## src/rtl/core/njf_pkg.sv

```systemverilog
// Shared types and constants for the net junction finder.
package njf_pkg;

   localparam int DEF_MAX_SEGMENTS = 16;
   localparam int DEF_MAX_POINTS = 64;
   localparam int COORD_W = 32;
   localparam int CNT_W = 8;
   localparam int KIND_W = 2;

   localparam logic [KIND_W-1:0] KIND_OPEN = 2'd0;
   localparam logic [KIND_W-1:0] KIND_JUNCTION = 2'd1;
   localparam logic [KIND_W-1:0] KIND_NONE = 2'd2;

   localparam logic CMD_SEGMENT = 1'b0;
   localparam logic CMD_PIN = 1'b1;

   typedef struct packed {
      logic valid;
      logic [COORD_W-1:0] x;
      logic [COORD_W-1:0] y;
   } pt_type;

   typedef struct packed {
      logic valid;
      logic [COORD_W-1:0] ax;
      logic [COORD_W-1:0] ay;
      logic [COORD_W-1:0] bx;
      logic [COORD_W-1:0] by;
   } seg_type;

   typedef struct packed {
      logic active;
      logic count_mode;
      logic found;
      logic [COORD_W-1:0] x;
      logic [COORD_W-1:0] y;
      logic [CNT_W-1:0] cnt;
   } tok_type;

endpackage

```

## src/rtl/core/njf_seg_cell.sv

```systemverilog
// One stored segment of the chain: load shift and strict-interior test.
module njf_seg_cell (
   input  logic clock,
   input  logic reset,
   input  logic shift,
   input  logic clear,
   input  njf_pkg::seg_type src,
   output njf_pkg::seg_type ent,
   input  njf_pkg::tok_type tok_in,
   output njf_pkg::tok_type tok_out
);
   import njf_pkg::*;

   seg_type ent_ff;
   tok_type tok_ff;
   tok_type tok_in_n;
   logic    vert;
   logic    horiz;
   logic    in_y;
   logic    in_x;

   always_comb begin
      vert = ent_ff.ax == ent_ff.bx;
      horiz = ent_ff.ay == ent_ff.by;
      in_y = ($signed(ent_ff.ay) < $signed(tok_in.y) && $signed(tok_in.y) < $signed(ent_ff.by))
          || ($signed(ent_ff.by) < $signed(tok_in.y) && $signed(tok_in.y) < $signed(ent_ff.ay));
      in_x = ($signed(ent_ff.ax) < $signed(tok_in.x) && $signed(tok_in.x) < $signed(ent_ff.bx))
          || ($signed(ent_ff.bx) < $signed(tok_in.x) && $signed(tok_in.x) < $signed(ent_ff.ax));
      tok_in_n = tok_in;
      if (tok_in.active && tok_in.count_mode && ent_ff.valid) begin
         if (vert) begin
            if (ent_ff.ax == tok_in.x && in_y) begin
               tok_in_n.cnt = tok_in.cnt + CNT_W'(2);
            end
         end else if (horiz && ent_ff.ay == tok_in.y && in_x) begin
            tok_in_n.cnt = tok_in.cnt + CNT_W'(2);
         end
      end
   end

   always_ff @(posedge clock) begin
      if (reset) begin
         ent_ff <= '0;
         tok_ff <= '0;
      end else begin
         tok_ff <= tok_in_n;
         if (clear) begin
            ent_ff.valid <= 1'b0;
         end else if (shift) begin
            ent_ff <= src;
         end
      end
   end

   assign ent = ent_ff;
   assign tok_out = tok_ff;
endmodule

```

## config.mk

```make
export PLATFORM = sky130hd
export DESIGN_NAME = njf_seg_cell
export DESIGN_NICKNAME = d
export VERILOG_FILES = /design/src/rtl/core/njf_pkg.sv /design/src/rtl/core/njf_seg_cell.sv
export SDC_FILE = /design/constraint.sdc
export NUM_CORES = 1
export LEC_CHECK = 0
export ABC_AREA = 1
export ABC_CLOCK_PERIOD_IN_PS = 3800
export BUFFER_PORTS_ARGS = -buffer_cell sky130_fd_sc_hd__buf_2
export CORE_AREA = 3 3 158 160
export DETAILED_ROUTE_END_ITERATION = 6
export DIE_AREA = 0 0 161 163
export PLACE_DENSITY = 0.71
export SETUP_SLACK_MARGIN = 0.3
export SLEW_MARGIN = 20
export SYNTH_ARGS = -nofsm -noshare
export SYNTH_HDL_FRONTEND = slang
export SYNTH_SLANG_ARGS = --single-unit
```

## constraint.sdc

```tcl
create_clock -name clock -period 3.8 [get_ports clock]
set_input_delay 0.76 -clock clock [delete_from_list [all_inputs] [get_ports clock]]
set_output_delay 0.76 -clock clock [all_outputs]
set_load 0.02 [all_outputs]
```

==> out/metrics.csv <==
metric;value;unit
fmax;0.404;GHz
avgSynthCellArea;7.49;µm²
synth_edf_count;0;
wl;35800;µm
critPathKind;reg -> reg;
rsz0062_at_grt;no;
setup_viol;0;
synth_area;10600;µm²
worst_pin_slew;0.879;ns
nets;2150;
whs;0.466;ns
cts_buffers;23;
die_w;161;µm
comb_power_share;20.4;%
rows;56;
critPathLaunch;ent[103];
reg2regPathDepth;14;
overflow;0;
crit_buf_inv;2;
ys.flop_type;dfxtp_1;
critPathMaxFanout;13;
mostFrequentLayoutCells;411 x buf_2, 220 x nor2_1, 204 x dfxtp_1, 190 x nand2_1, 188 x inv_1;
synth_area_leaders;dfxtp_1 38%, ha_1 15%, nor2_1 7.8%, nand2_1 6.7%, inv_1 6.7%;
hold_path_depth;3;
clock-sinks;204;
path_cells;inv_1 > ha_1 > nand2_1 > nor2_1 > nand4_1 > nor3b_1 > nand2_1 > nor2_1 > nand3_2 > nand2_4 > nand3_1 > nand2_1 > inv_1 > nor2_1;
worstHoldStart;tok_in[0];
hold_buffers;0;
cp.arrival;2.92;ns
area_growth;29.2;%
crit_slowest_cell;dfxtp_1;
yosysUniqueCellTypes;33;
place_congestion;0.885;
cts_buffer_depth;3;
p_int;4.05;mW
fin_area;13800;µm²
routed_via_density;4.95;
cp_top_family;simple AND/OR/NAND/NOR gates;
yosys.area.top_type;dfxtp_1;
grt_max_degree;80;
port_buffers;411;
fp.dieArea;26200;µm²
final_common_cell;buf_2;
drive_above_1_share;26.2;%
switching_share;30.1;%
syn_inst;1422;
ir_drop;0.330;mV
crit_required;4.24;ns
antenna_found_initial;8;
min_period;2.47;ns
die_h;163;µm
cts-resized-gates;0;
synth-seq-area-share;38.4;%
timing.rr.start;ent[103];
cts_setup_buffers;0;
initial_core_util;45.2;%
clkTransAtPathRegs;0.06;ns
postSynth.asyncResetShare;0;%
crit_cells;14;
first_global_vias;10400;
dpl_cell_area;13000;µm²
cpPeakStageDelay;0.36;ns
status;complete, no violations;
clockRootBuffer;clkbuf_16;
fin_skew;0.00639;ns
wl_per_cell;16.7;µm
hpwl;28000;µm
cts_tree;yes;
dr.pass1.iters;5;
cp-end-kind;register;
yosys_warnings;0;
cap_violations;0;
grt_use_total;26.1;%
period_share;65.1;%
drc;0;
tns;0;ns
startpoint_type;register;
hold_viol;0;
powerDensity;421;nW/µm²
htreeDepth;1;
slew_headroom;41.4;%
io_pins;412;
clk_latency;0.51;ns
p_seq_share;41.4;%
hp-class;in -> reg;
p_clk_share;38.1;%
vias;10600;
coreArea;23500;µm²
ys_seq_elements;204;
drv_slew;0;
power.switching;1.74;mW
grt_pass1_wl;55000;µm
synth_nets;1759;
yosysTopAreaCellShare;38.4;%
ant_nets;0;
drt-initial-drc-count;620;
p_leak;7.37;nW
==> final cells by class <==
| class | instances | area, µm² |
|---|---|---|
| fillers | 2234 | 9790 |
| multi-input cells | 966 | 5620 |
| flip-flops and latches | 204 | 4080 |
| repair buffers | 418 | 2150 |
| inverters | 200 | 757 |
| clock buffers | 34 | 697 |
| well taps | 319 | 399 |
| clock inverters | 4 | 50.0 |
| diodes | 2 | 5.00 |
==> power by group through the flow <==
| stage | Combinational [mW] | Sequential [mW] | Clock, mW |
|---|---|---|---|
| finish | 1.18 | 2.40 | 2.20 |
| global route | 1.33 | 2.41 | 2.32 |
| floorplan | 0.570 | 2.58 | 0 |
| CTS | 1.19 | 2.40 | 2.25 |
| detailed placement | 1.18 | 2.44 | 0 |
| global placement | 1.17 | 2.44 | 0 |
==> tightest hold or removal path: stages <==
cell	delay [ns]
buf_2	0.08
inv_1	0.03
nor2_1	0.06
==> sequential cells by signal (all words and copies together) (netlist names) <==
name and flops:
ent 129, tok_out 75
==> Yosys cell counts, types with 2 or more instances <==
cell type,instances
clkbuf_1,47
o21a_1,7
nor2_1,221
nand3b_1,3
buf_1,4
nand3_2,4
ha_1,129
nand4_1,20
dfxtp_1,204
nand3_1,27
xor2_1,18
a21o_1,5
inv_2,10
nand2_2,3
nor3_1,12
a21oi_1,141
nand2_1,190
o21ai_1,2
inv_1,189
nor2_2,2
nor4_1,3
o22ai_1,3
o21ai_0,139
xnor2_1,30
==> path summary, 6_finish.rpt <==
kind,endpoint,slack (ns)
worst max-delay path,tok_out[5],1.33
worst min-delay path,tok_out[0],0.47
worst max register to register,tok_out[5],1.33
worst min register to register,ent[65],0.50
==> stage by stage <==
step	power [mW]	worst slack, ns	utilization [%]	cells
floorplan	3.15	1.35	-	1422
global placement	3.61	0.994	55.2	2107
detailed placement	3.62	0.888	55.2	2107
CTS	5.84	1.32	58.4	2145
global route	6.07	1.06	58.4	2145
finish	5.78	1.33	58.4	2147
==> cell families after synthesis <==
| kind of cell | count (synthesis) | share of synthesized area (%) |
|---|---|---|
| buffers and inverters | 252 | 8.99 |
| adders and majority gates | 129 | 15.2 |
| AOI/OAI and AO/OA | 298 | 14.4 |
| xor gates and xnor gates | 48 | 3.95 |
| and+or+nand+nor | 491 | 19.2 |
| DFF | 204 | 38.4 |
==> routing by layer <==
layer | wire length, µm | global-route usage [%] | up-vias
met1 | 14100 | 30.4 | 4753
met2 | 17400 | 47.0 | 408
met5 | 86 | 0 | -
li1 | - | - | 5373
met3 | 2840 | 6.08 | 87
met4 | 1370 | 9.70 | 14
(Power assumes the default switching activity.)
