--- src/rtl/core/njf_pkg.sv ---
// Shared types and constants for the net junction finder.
package njf_pkg;

   localparam int DEF_MAX_SEGMENTS = 16;
   localparam int DEF_MAX_POINTS = 64;
   localparam int COORD_W = 32;
   localparam int CNT_W = 8;
   localparam int KIND_W = 2;

   localparam logic [KIND_W-1:0] KIND_OPEN = 2'd0;
   localparam logic [KIND_W-1:0] KIND_JUNCTION = 2'd1;
   localparam logic [KIND_W-1:0] KIND_NONE = 2'd2;

   localparam logic CMD_SEGMENT = 1'b0;
   localparam logic CMD_PIN = 1'b1;

   typedef struct packed {
      logic valid;
      logic [COORD_W-1:0] x;
      logic [COORD_W-1:0] y;
   } pt_type;

   typedef struct packed {
      logic valid;
      logic [COORD_W-1:0] ax;
      logic [COORD_W-1:0] ay;
      logic [COORD_W-1:0] bx;
      logic [COORD_W-1:0] by;
   } seg_type;

   typedef struct packed {
      logic active;
      logic count_mode;
      logic found;
      logic [COORD_W-1:0] x;
      logic [COORD_W-1:0] y;
      logic [CNT_W-1:0] cnt;
   } tok_type;

endpackage

--- src/rtl/core/njf_point_cell.sv ---
// One stored point of the chain: load shift, pick search and count update.
module njf_point_cell (
   input  logic clock,
   input  logic reset,
   input  logic shift1,
   input  logic shift2,
   input  logic clear,
   input  njf_pkg::pt_type src1,
   input  njf_pkg::pt_type src2,
   output njf_pkg::pt_type ent,
   input  njf_pkg::tok_type tok_in,
   output njf_pkg::tok_type tok_out
);
   import njf_pkg::*;

   pt_type  ent_ff;
   logic    done_ff;
   tok_type tok_ff;
   tok_type tok_in_n;
   logic    hit;

   always_comb begin
      tok_in_n = tok_in;
      hit = 1'b0;
      if (tok_in.active) begin
         if (!tok_in.count_mode) begin
            if (ent_ff.valid && !done_ff &&
                (!tok_in.found || ($signed(ent_ff.y) <= $signed(tok_in.y)))) begin
               tok_in_n.found = 1'b1;
               tok_in_n.x = ent_ff.x;
               tok_in_n.y = ent_ff.y;
            end
         end else if (ent_ff.valid && ent_ff.x == tok_in.x && ent_ff.y == tok_in.y) begin
            hit = 1'b1;
            tok_in_n.cnt = tok_in.cnt + CNT_W'(1);
         end
      end
   end

   always_ff @(posedge clock) begin
      if (reset) begin
         ent_ff <= '0;
         done_ff <= 1'b0;
         tok_ff <= '0;
      end else begin
         tok_ff <= tok_in_n;
         if (clear) begin
            ent_ff.valid <= 1'b0;
            done_ff <= 1'b0;
         end else if (shift2) begin
            ent_ff <= src2;
            done_ff <= 1'b0;
         end else if (shift1) begin
            ent_ff <= src1;
            done_ff <= 1'b0;
         end else if (hit) begin
            done_ff <= 1'b1;
         end
      end
   end

   assign ent = ent_ff;
   assign tok_out = tok_ff;
endmodule

--- config.mk ---
export PLATFORM = sky130hd
export DESIGN_NAME = njf_point_cell
export DESIGN_NICKNAME = d
export VERILOG_FILES = /design/src/rtl/core/njf_pkg.sv /design/src/rtl/core/njf_point_cell.sv
export SDC_FILE = /design/constraint.sdc
export NUM_CORES = 1
export LEC_CHECK = 0
export ABC_AREA = 1
export BUFFER_PORTS_ARGS = -buffer_cell sky130_fd_sc_hd__buf_2
export CAP_MARGIN = 20
export CORE_ASPECT_RATIO = 0.6
export CORE_MARGIN = 2
export CORE_UTILIZATION = 52
export CTS_CLUSTER_DIAMETER = 40
export DETAILED_ROUTE_END_ITERATION = 10
export PLACE_DENSITY_LB_ADDON = 0.25
export SETUP_SLACK_MARGIN = 0.02
export SLEW_MARGIN = 20
export SYNTH_ARGS = -nofsm -noshare
export SYNTH_HDL_FRONTEND = slang
export SYNTH_SLANG_ARGS = --single-unit
--- constraint.sdc ---
create_clock -name clock -period 4.9 [get_ports clock]
set_input_delay 0.49 -clock clock [delete_from_list [all_inputs] [get_ports clock]]
set_output_delay 0.49 -clock clock [all_outputs]
set_load 0.01 [all_outputs]
==> results.md, run 1 <==
* Run status: completed
* #FFs+latches synth at 141
* EDFF count, synth at 0
* PostCTS Resize Cnt at 0
* Max Cap Viol at 0
* Initial antenna violation count at 0
* Mapped Cells at 1,225
* Top fanout value on the critical path at 91
* Num CTS Buffers at 17
* Final Worst Setup Slack at 1.54 ns
* Gpl congestion at about 0.91
* First-pass GRT wire length at about 39,000 um
* Initial DRC count at 821
* Clock skew at approximately 0.011 ns
* Ys async rst share at 0%
* CTS H-tree lvls at 4
* PD cells at 311 nW/um^2
* I/O Pins at 350
* Critical Path Source Type: register
* Post-DRT Antenna Nets at 0
* Synth top area share at around 36%
* Drt drc at 0
* Total Routing Usage GR at a little under a third
* DP Wirelength at 18,800 um
* Area of the mapped netlist at 7850 sq um
* Final Hold Fails at 0
* Core ar. at 14,600 sq um
* Skew-Pair Late Insertion Delay at 0.41 ns
* Top post-synthesis cells by count: nand2_1 (364), inv_1 (144), dfxtp_1 (141), nor2_1 (132), a21oi_1 (83)
* Setup bufs post-CTS at 0
* Die width at 163 um
* CTS tree: yes
* Share of the clock period used by the worst path at 68.6%
* Worst setup path class: reg -> reg
* Initial Util at 53.6%
* Worst Hold Class: in -> reg
* Syn Area/Cell at 6.41 sq um
* Longest Clk Path Bufs at 2
* Nets at 1,772
* I/O Buffers at about 350
* Slew @ Worst Pin at 1.04 ns
* Synth area leader: dfxtp_1
* Largest net degree at the start of global routing at 98
* Fillcell total at 1,341
* Post-synth cell types at 28
* TritonRoute pass-1 iters at 6
* CP Data Required Time at 5.20 ns
* Most frequent cell after synthesis: nand2_1
* Peak Freq at 297 MHz
* Worst-path clk slew at around 0.06 ns
* Ranking of synthesized cells by area: dfxtp_1 (36%), nand2_1 (17%), inv_1 (6.9%)
* Routed wire per std cell at 14.7 um
* Post-Syn Nets at between 1,000 and 1,500
* Leak Pwr at 5.45 nW
* GR Overflow Total at 0
* Hold_buf cts at 0
* Slew Limit Fails at 0
* RSZ-0062 raised after global routing: false
* Die footprint at 16,100 sq um
* TNS Setup at 0 ns
* DP Worst Slack at 1.33 ns
* Clk root buf: clkbuf_16
* Vias in the first global route at a little under 8,000
* Die H at 99.2 um
* Worst EP arrival at about 3.7 ns
* Routed WL at between 20,000 and 30,000 um
* Worst slew margin at 30.9%
* Row count at 34
* P&R area growth vs syn at 28.9%
* Final setup viols at 0
* CTS Sinks at approximately 140
* Main synth FF type: dfxtp_1
* Layout cell share with drive strength beyond 1 at around 26%
* Worst VDD drop at 0.000255 V
* Synth warnings at 0
* Post-layout min period at about 3.4 ns
* Vias at 9,017
* Endpoint type of the worst setup path: register
* DR vias/cell at about 5.2
* Sequential share of the synthesized area at 36.0%
==> cells by family after synthesis <==
logic type / share of synthesized area [%]
compound gates: 15.4
simple gates: 31.3
flops: 36.0
buf+inv: 11.7
fa+ha+maj: 5.26
xor+xnor: 0.335
==> worst paths after layout <==
check / start / endpoint / slack (ns) / cells after the start
worst max-delay path: ent[11] / tok_out[49] / 1.54 / 13
worst min-delay path: clear / done_ff / 0.31 / 2
worst max register to register: ent[11] / tok_out[49] / 1.54 / 13
worst min register to register: done_ff / done_ff / 0.56 / 2
==> area by class of cell <==
class | instances | area [sq um] | area share (%)
Multi-Input combinational cell | 868 | 4130 | 40.8
Clock inverter | 12 | 114 | 1.13
Clock buffer | 20 | 447 | 4.41
Timing Repair Buffer | 355 | 1800 | 17.8
Antenna cell | 1 | 2.50 | 0.0247
Tap cell | 198 | 248 | 2.45
Inverter | 146 | 552 | 5.45
Sequential cell | 141 | 2820 | 27.9
==> worst max-delay path: stages (launching register included) <==
cell and delay, ns:
dfxtp_1 0.33, ha_1 0.30, nand2_1 0.05, inv_1 0.08, nand3_1 0.07, nor2_1 0.31, nand3b_1 0.21, nor2_1 0.22
nor2_1 0.10, nand3_4 0.73, buf_4 0.50, nand3_1 0.11, nand2_1 0.11, nor2_1 0.06
==> through the flow <==
step	util, %	cells	total power [mW]	cell area [sq um]	hold slack, ns
3_5_place_dp	65.3	1708	1.92	9560	0.549
4_1_cts	69.1	1740	3.15	10100	0.299
6_report	69.2	1741	3.15	10100	0.313
3_3_place_gp	65.3	1708	1.91	9560	0.554
5_1_grt	69.1	1740	3.29	10100	0.313
2_1_floorplan	-	1225	1.68	7850	0.515
==> cell usage in the layout (no fill, tap or decap) <==
master and instances:
nand4_1 14, nor2_1 131, a31oi_1 65, xor2_1 2
and3_1 2, a21oi_1 83, diode_2 1, buf_12 1
a311o_1 1, xnor2_1 1, nand3_2 1, inv_4 1
and2_1 1, bufinv_16 1, nand3_4 1, dfxtp_1 141
nor3_2 1, o211ai_1 1, nor2_4 1, inv_2 1
nor2_2 2, buf_2 349, clkinv_2 3, clkbuf_8 1
clkbuf_1 2, nor3_1 12, inv_1 143, clkinvlp_4 4
buf_4 5, nand3_1 77, ha_1 33, nand2_1 364
nand3b_1 1, inv_6 3, o21a_1 1, clkinv_4 2
clkbuf_16 17, o21ai_0 73
==> layer usage <==
layer | part of all wire [%] | GRT usage, %
met1 | 46 | 43.2
met3 | 7.6 | 5.00
met4 | 2.2 | 9.33
met2 | 44 | 48.9
met5 | 0 | 0
==> where the power goes <==
part	internal (mW)	switching, mW
clock	0.717	0.521
combinational	0.240	0.381
sequential	1.22	0.0631
total	2.18	0.966
==> flip-flops by register name, summed over array words and instances (netlist names) <==
name	cells
ent	65
tok_out	75
done_ff	1
No activity file was read; power rests on OpenSTA's default activity.
==> run 2, diff against run 1 <==
ABC_AREA = 0   (was 1)
CORE_UTILIZATION = 43   (was 52)
clock period = 2.9 ns   (was 4.9 ns; I/O delays follow)
==> results.md, run 2 <==
* Run status: completed
* Initial antenna violation count at 2 (+2)
* Slew @ Worst Pin at 0.816 ns (-0.220 ns)
* GR Overflow Total at 0 (unchanged)
* Share of the clock period used by the worst path at 96.9% (+28 points)
* CTS H-tree lvls at 4 (unchanged)
* Row count at 37 (+8.8%)
* Ranking of synthesized cells by area: dfxtp_1 (38%), mux2i_1 (8.8%), a211oi_1 (6.5%)
* Largest register FFs at 75 (unchanged)
* TritonRoute pass-1 iters at 5 (-1)
* Post-layout min period at 2.81 ns (-0.553 ns)
* Synth area leader: dfxtp_1
* Area after DPL at 9490 sq um (-0.73%)
* Crit path cell chain: ha_1 > nand4_1 > buf_4 > nor4_4 > buf_4 > a31oi_4 > nand2b_1 > or4_4 > buf_12 > a21o_1 > a31oi_2
* Power, Total at 5.55 mW (+76%)
* Sequential share of the synthesized area at 37.6% (+1.7 points)
* Max Cap Viol at 0 (unchanged)
* Worst VDD drop at 0.000325 V (+28%)
* Core ar. at 17,100 sq um (+17%)
* CTS tree: yes
* Ys async rst share at 0% (unchanged)
* Final setup viols at 0 (unchanged)
* Worst Hold Class: in -> reg
* Final Hold Fails at 0 (unchanged)
* Post-Syn Nets at 1,113 (-24%)
* Die width at 174 um (+7.3%)
* Synth top area share at 37.6% (+1.7 points)
* Highest-count cells in the layout ignoring fill and taps: buf_2 (347), dfxtp_1 (138), nor2_1 (79), nand4_1 (76), inv_1 (68)
* Worst slew margin at 45.6% (+15 points)
* DR vias/cell at 5.40 (+4.2%)
* Clock skew at 0.0133 ns (+0.00278 ns)
* Top post-synthesis cells by count: dfxtp_1 (141), nor2_1 (80), nand4_1 (76), inv_1 (68), mux2i_1 (66)
* Slew Limit Fails at 0 (unchanged)
* Syn Area/Cell at 8.62 sq um (+35%)
* Gpl congestion at 0.814 (-11%)
* First-pass GRT wire length at 37,500 um (-4.3%)
* Worst-path clk slew at 0.07 ns (about the same)
* P&R area growth vs syn at 38.8%
* Family with the most delay on the worst path: simple AND/OR/NAND/NOR gates
* Largest net degree at the start of global routing at 142 (+45%)
* Top fanout value on the critical path at 9 (-90%)
* Clk root buf: clkbuf_16
* Die H at 106 um (+7.2%)
* Main synth FF type: dfxtp_1
* Routed WL at 26,200 um (+2.2%)
* Area of the mapped netlist at 7500 sq um (-4.5%)
* Longest Clk Path Bufs at 2 (unchanged)
* CP Data Required Time at 3.22 ns (-1.98 ns)
* Most frequent cell after synthesis: dfxtp_1
* Post-synth cell types at 38 (+36%)
* Num CTS Buffers at 17 (unchanged)
* Post-DRT Antenna Nets at 0 (unchanged)
* I/O Buffers at 349 (unchanged)
* Total Routing Usage GR at 25.5% (-5.3 points)
* #FFs+latches synth at 141 (unchanged)
* EDFF count, synth at 0 (unchanged)
* Critical Path Source Type: register
* Mapped Cells at 870 (-29%)
* Fin area at 10,400 sq um (+2.9%)
* DP Wirelength at 17,500 um (-6.8%)
* Fillcell total at 1,544 (+15%)
* Nets at 1,441 (-19%)
* Worst EP arrival at 3.13 ns (-0.53 ns)
* CP peak stage delay at 0.68 ns (-0.05 ns)
* Peak Freq at 356 MHz (+20%)
* Routed wire per std cell at 18.1 um (+23%)
* Skew-Pair Late Insertion Delay at 0.41 ns (about the same)
* CTS Sinks at 141 (unchanged)
* Synth warnings at 0 (unchanged)
* WP buf/inv at 3 (+1)
* Drt drc at 0 (unchanged)
* # diodes at 0 (-1)
* Most common library cell in the layout ignoring fill and taps: buf_2
* Vias in the first global route at 6,940 (-10%)
* I/O Pins at 350 (unchanged)
* Worst setup path class: reg -> reg
* Leak Pwr at 5.26 nW (-3.4%)
* Vias at 7,793 (-14%)
* Layout cell share with drive strength beyond 1 at 36.5% (+11 points)
* Initial DRC count at 709 (-14%)
* Endpoint type of the worst setup path: register
* Initial Util at 43.9% (-9.7 points)
* Hold_buf cts at 0 (unchanged)
* Critical path's most frequent cell: buf_4
* PD cells at 533 nW/um^2 (+71%)
* Crit path max-delay cell type: or4_4
* Die footprint at 18,500 sq um (+15%)
==> run 2: changes by cell type in the layout (fill, tap and decap cells not counted), sizes merged, moves of 54 or more <==
cell,before,now
nand4,14,76
mux2i,0,66
nor2,134,80
o21ai,73,3
nand2,364,40
nand3,79,6
a211oi,0,65
inv,148,71
==> run 2: logic make-up after synthesis <==
group                      count (synthesis)  share of synthesized area (%)
xor gates and xnor gates                  39                           4.56
and+or+nand+nor                          224                           14.9
adders and majority gates                 33                           5.51
AOI/OAI and AO/OA                        219                           20.4
muxes                                     66                           8.81
buffers and inverters                    148                           8.14
DFF                                      141                           37.6
==> run 2: cell type report <==
class / count / area, sq um / share of cell area, %
Sequential cell: 141 / 2830 / 27.1
Tap cell: 234 / 293 / 2.81
Inverter: 68 / 255 / 2.45
Clock buffer: 19 / 443 / 4.25
Clock inverter: 12 / 139 / 1.33
Timing Repair Buffer: 388 / 2290 / 22.0
Multi-Input combinational cell: 582 / 4170 / 40.0
==> run 2: final timing paths <==
| check | end | cells past startpoint | start | slack (ns) |
|---|---|---|---|---|
| max | tok_out[38] | 11 | ent[21] | 0.09 |
| min | ent[64] | 2 | clear | 0.11 |
| max reg2reg | tok_out[38] | 11 | ent[21] | 0.09 |
| min reg2reg | tok_out[68] | 2 | ent[60] | 0.51 |
==> run 2: through the flow <==
stage | cells | TNS, ns | hold WS, ns | worst slack [ns] | utilization, %
after floorplan | 870 | 0 | 0.367 | 0.282 | -
after global placement | 1397 | 0 | 0.504 | 0.0418 | 55.5
after detailed placement | 1397 | -0.160 | 0.509 | -0.0219 | 55.5
after CTS | 1428 | 0 | 0.101 | 0.0509 | 58.9
after global routing | 1444 | -0.0118 | 0.124 | -0.0118 | 60.9
final | 1444 | 0 | 0.114 | 0.0900 | 60.9
==> run 2: repair_timing <==
action,CTS,global route
setup buffers,0,6
resized for setup,0,23
setup endpoints to repair,0,71
==> run 2: layer usage <==
layer / routed length, um / vias up / GRT usage [%]
met5: 24 / - / 0
met4: 233 / 4 / 5.22
met3: 1950 / 26 / 5.58
met2: 11700 / 320 / 39.7
met1: 12200 / 3628 / 36.2
li1: - / 3815 / -
==> run 2: report_power, final <==
group	leakage [nW]	switching, mW	internal, mW	total (mW)
registers	1.17	0.111	2.08	2.19
clock network	0.272	0.895	1.30	2.19
logic	3.82	0.633	0.536	1.17
total	5.26	1.64	3.91	5.55
==> run 3, diff against run 2 <==
CTS_BUF_LIST = sky130_fd_sc_hd__clkbuf_16   (was default)
PLACE_DENSITY_LB_ADDON = 0.08   (was 0.25)
==> results.md, run 3 (synthesis results as in run 2) <==
* Worst setup path class: reg -> reg
* Routed WL at 26,300 um (+0.56%)
* Row count at 37 (unchanged)
* RSZ-0062 raised after global routing: false
* Slew @ Worst Pin at 0.818 ns (+0.00259 ns)
* Worst VDD drop at 0.000466 V (+43%)
* CTS H-tree lvls at 4 (unchanged)
* TritonRoute pass-1 iters at 8 (+3)
* Grt peak-use layer: met2
* DP Wirelength at 17,200 um (-1.7%)
* # diodes at 0 (unchanged)
* Share of the clock period used by the worst path at 96.2% (-0.74 points)
* Initial DRC count at 616 (-13%)
* Vias at 7,739 (-0.69%)
* Worst Hold Class: in -> reg
* Run status: completed
* Fillcell total at 1,600 (+3.6%)
* Most common library cell in the layout ignoring fill and taps: buf_2
* PD cells at 520 nW/um^2 (-2.5%)
* Crit path max-delay cell type: or4_4
* Initial Util at 43.9% (unchanged)
* GR Util met3 at 5.40% (-0.18 points)
* Leak Pwr at 5.25 nW (-0.17%)
* P&R area growth vs syn at 37.9%
* Worst-path clk slew at 0.07 ns (about the same)
* Core ar. at 17,100 sq um (unchanged)
* CTS Sinks at 141 (unchanged)
* Highest-count cells in the layout ignoring fill and taps: buf_2 (347), dfxtp_1 (139), nor2_1 (79), nand4_1 (76), inv_1 (69)
* Routed wire per std cell at 18.2 um (+0.70%)
* Final Hold Fails at 0 (unchanged)
* Max Cap Viol at 0 (unchanged)
* Post-DRT Antenna Nets at 0 (unchanged)
* Crit path cell chain: ha_1 > nor2b_1 > o211ai_1 > a21oi_1 > o311a_1 > or4_4 > clkbuf_16 > a21o_1 > a31oi_1
* Largest register FFs at 75 (unchanged)
* Slew Limit Fails at 0 (unchanged)
* Vias in the first global route at 6,766 (-2.5%)
* Die width at 174 um (unchanged)
* Drt drc at 0 (unchanged)
* Final setup viols at 0 (unchanged)
* GR Util met2 at 38.7% (-1.1 points)
* DR vias/cell at 5.37 (-0.56%)
* Total Routing Usage GR at 25.0% (-0.50 points)
* Initial antenna violation count at 0 (-2)
* Nets at 1,438 (-0.21%)
* Met1 Track Usage GR at 35.8% (-0.49 points)
* Die footprint at 18,500 sq um (unchanged)
* Layout cell share with drive strength beyond 1 at 36.1% (-0.44 points)
* Fin area at 10,300 sq um (-0.65%)
* I/O Buffers at 349 (unchanged)
* Post-layout min period at 2.79 ns (-0.0214 ns)
* Die H at 106 um (unchanged)
* I/O Pins at 350 (unchanged)
* Critical Path Source Type: register
* Peak Freq at 359 MHz (+0.77%)
* Longest Clk Path Bufs at 2 (unchanged)
* Num CTS Buffers at 17 (unchanged)
* Worst EP arrival at 3.12 ns (about the same)
* Hold_buf cts at 0 (unchanged)
* Endpoint type of the worst setup path: register
* WP buf/inv at 1 (-2)
* Area after DPL at 9470 sq um (-0.21%)
* Family with the most delay on the worst path: compound AO/OA/AOI/OAI gates
* Top fanout value on the critical path at 16 (+7)
* CP Data Required Time at 3.23 ns (about the same)
* Clk root buf: clkbuf_16
* Largest net degree at the start of global routing at 78 (-45%)
* First-pass GRT wire length at 36,700 um (-2.1%)
* CP peak stage delay at 0.69 ns (about the same)
* Worst slew margin at 45.4% (-0.17 points)
* Clock skew at 0.0154 ns (+0.00210 ns)
* CTS tree: yes
* Gpl congestion at 0.800 (-1.7%)
* Skew-Pair Late Insertion Delay at 0.42 ns (about the same)
* TNS Setup at 0 ns (unchanged)
* GR Overflow Total at 0 (unchanged)
==> run 3: cell types whose count changed in the layout (fill, tap and decap cells not counted), moves of 2 or more <==
cell | previous run | this run
a31oi_1 | 30 | 32
buf_12 | 7 | 5
buf_4 | 23 | 19
bufinv_16 | 2 | 0
clkbuf_16 | 24 | 26
inv_6 | 3 | 5
==> run 3: final cells by class <==
class	instances	area, sq um	share of cell area (%)
Sequential cell	141	2830	27.3
Timing Repair Buffer	385	2290	22.2
Multi-Input combinational cell	582	4140	40.0
Tap cell	234	293	2.83
Clock buffer	17	425	4.11
Inverter	68	255	2.47
Clock inverter	15	113	1.09
==> run 3: worst paths after layout <==
check	from	to	slack, ns	cells past startpoint
worst max-delay path	ent[1]	tok_out[17]	0.11	9
worst min-delay path	tok_in[74]	tok_out[74]	0.11	2
worst max register to register	ent[1]	tok_out[17]	0.11	9
worst min register to register	ent[49]	tok_out[57]	0.51	2
==> run 3: report_power, final <==
part,internal [mW],switching (mW)
registers,2.08,0.106
logic,0.532,0.636
clock network,1.10,0.920
total,3.71,1.66
==> run 3: through the flow <==
| stage | power [mW] | util [%] | hold WS, ns | worst slack (ns) | std cells |
|---|---|---|---|---|---|
| after CTS | 5.29 | 58.6 | 0.0979 | 0.0584 | 1428 |
| after global routing | 5.61 | 60.6 | 0.124 | 0.00327 | 1442 |
| after global placement | 3.26 | 55.4 | 0.497 | 0.0881 | 1396 |
| after floorplan | 2.81 | - | 0.367 | 0.282 | 870 |
| final | 5.37 | 60.6 | 0.114 | 0.111 | 1442 |
| after detailed placement | 3.27 | 55.4 | 0.501 | 0.0397 | 1396 |
==> run 3: worst reg2reg max path, delay by kind of cell, from the launching register on <==
family                   cells  cell delay [ns]
buffers and inverters        1             0.24
AND/OR/NAND/NOR              2             0.82
adder cells (fa/ha/maj)      1             0.30
AO/OA/AOI/OAI                5             1.02
flip-flops                   1             0.31
==> run 3: repair_timing <==
action | 4_1_cts | 5_1_grt
gates resized for setup | 0 | 18
endpoints found under the setup margin | 0 | 64
setup buffers | 0 | 1
==> run 3: metal layers <==
metal,part of all wire [%],vias to the layer above
li1,-,3812
met1,47,3575
met2,45,328
met3,7.0,24
met4,1.2,0
met5,0,-
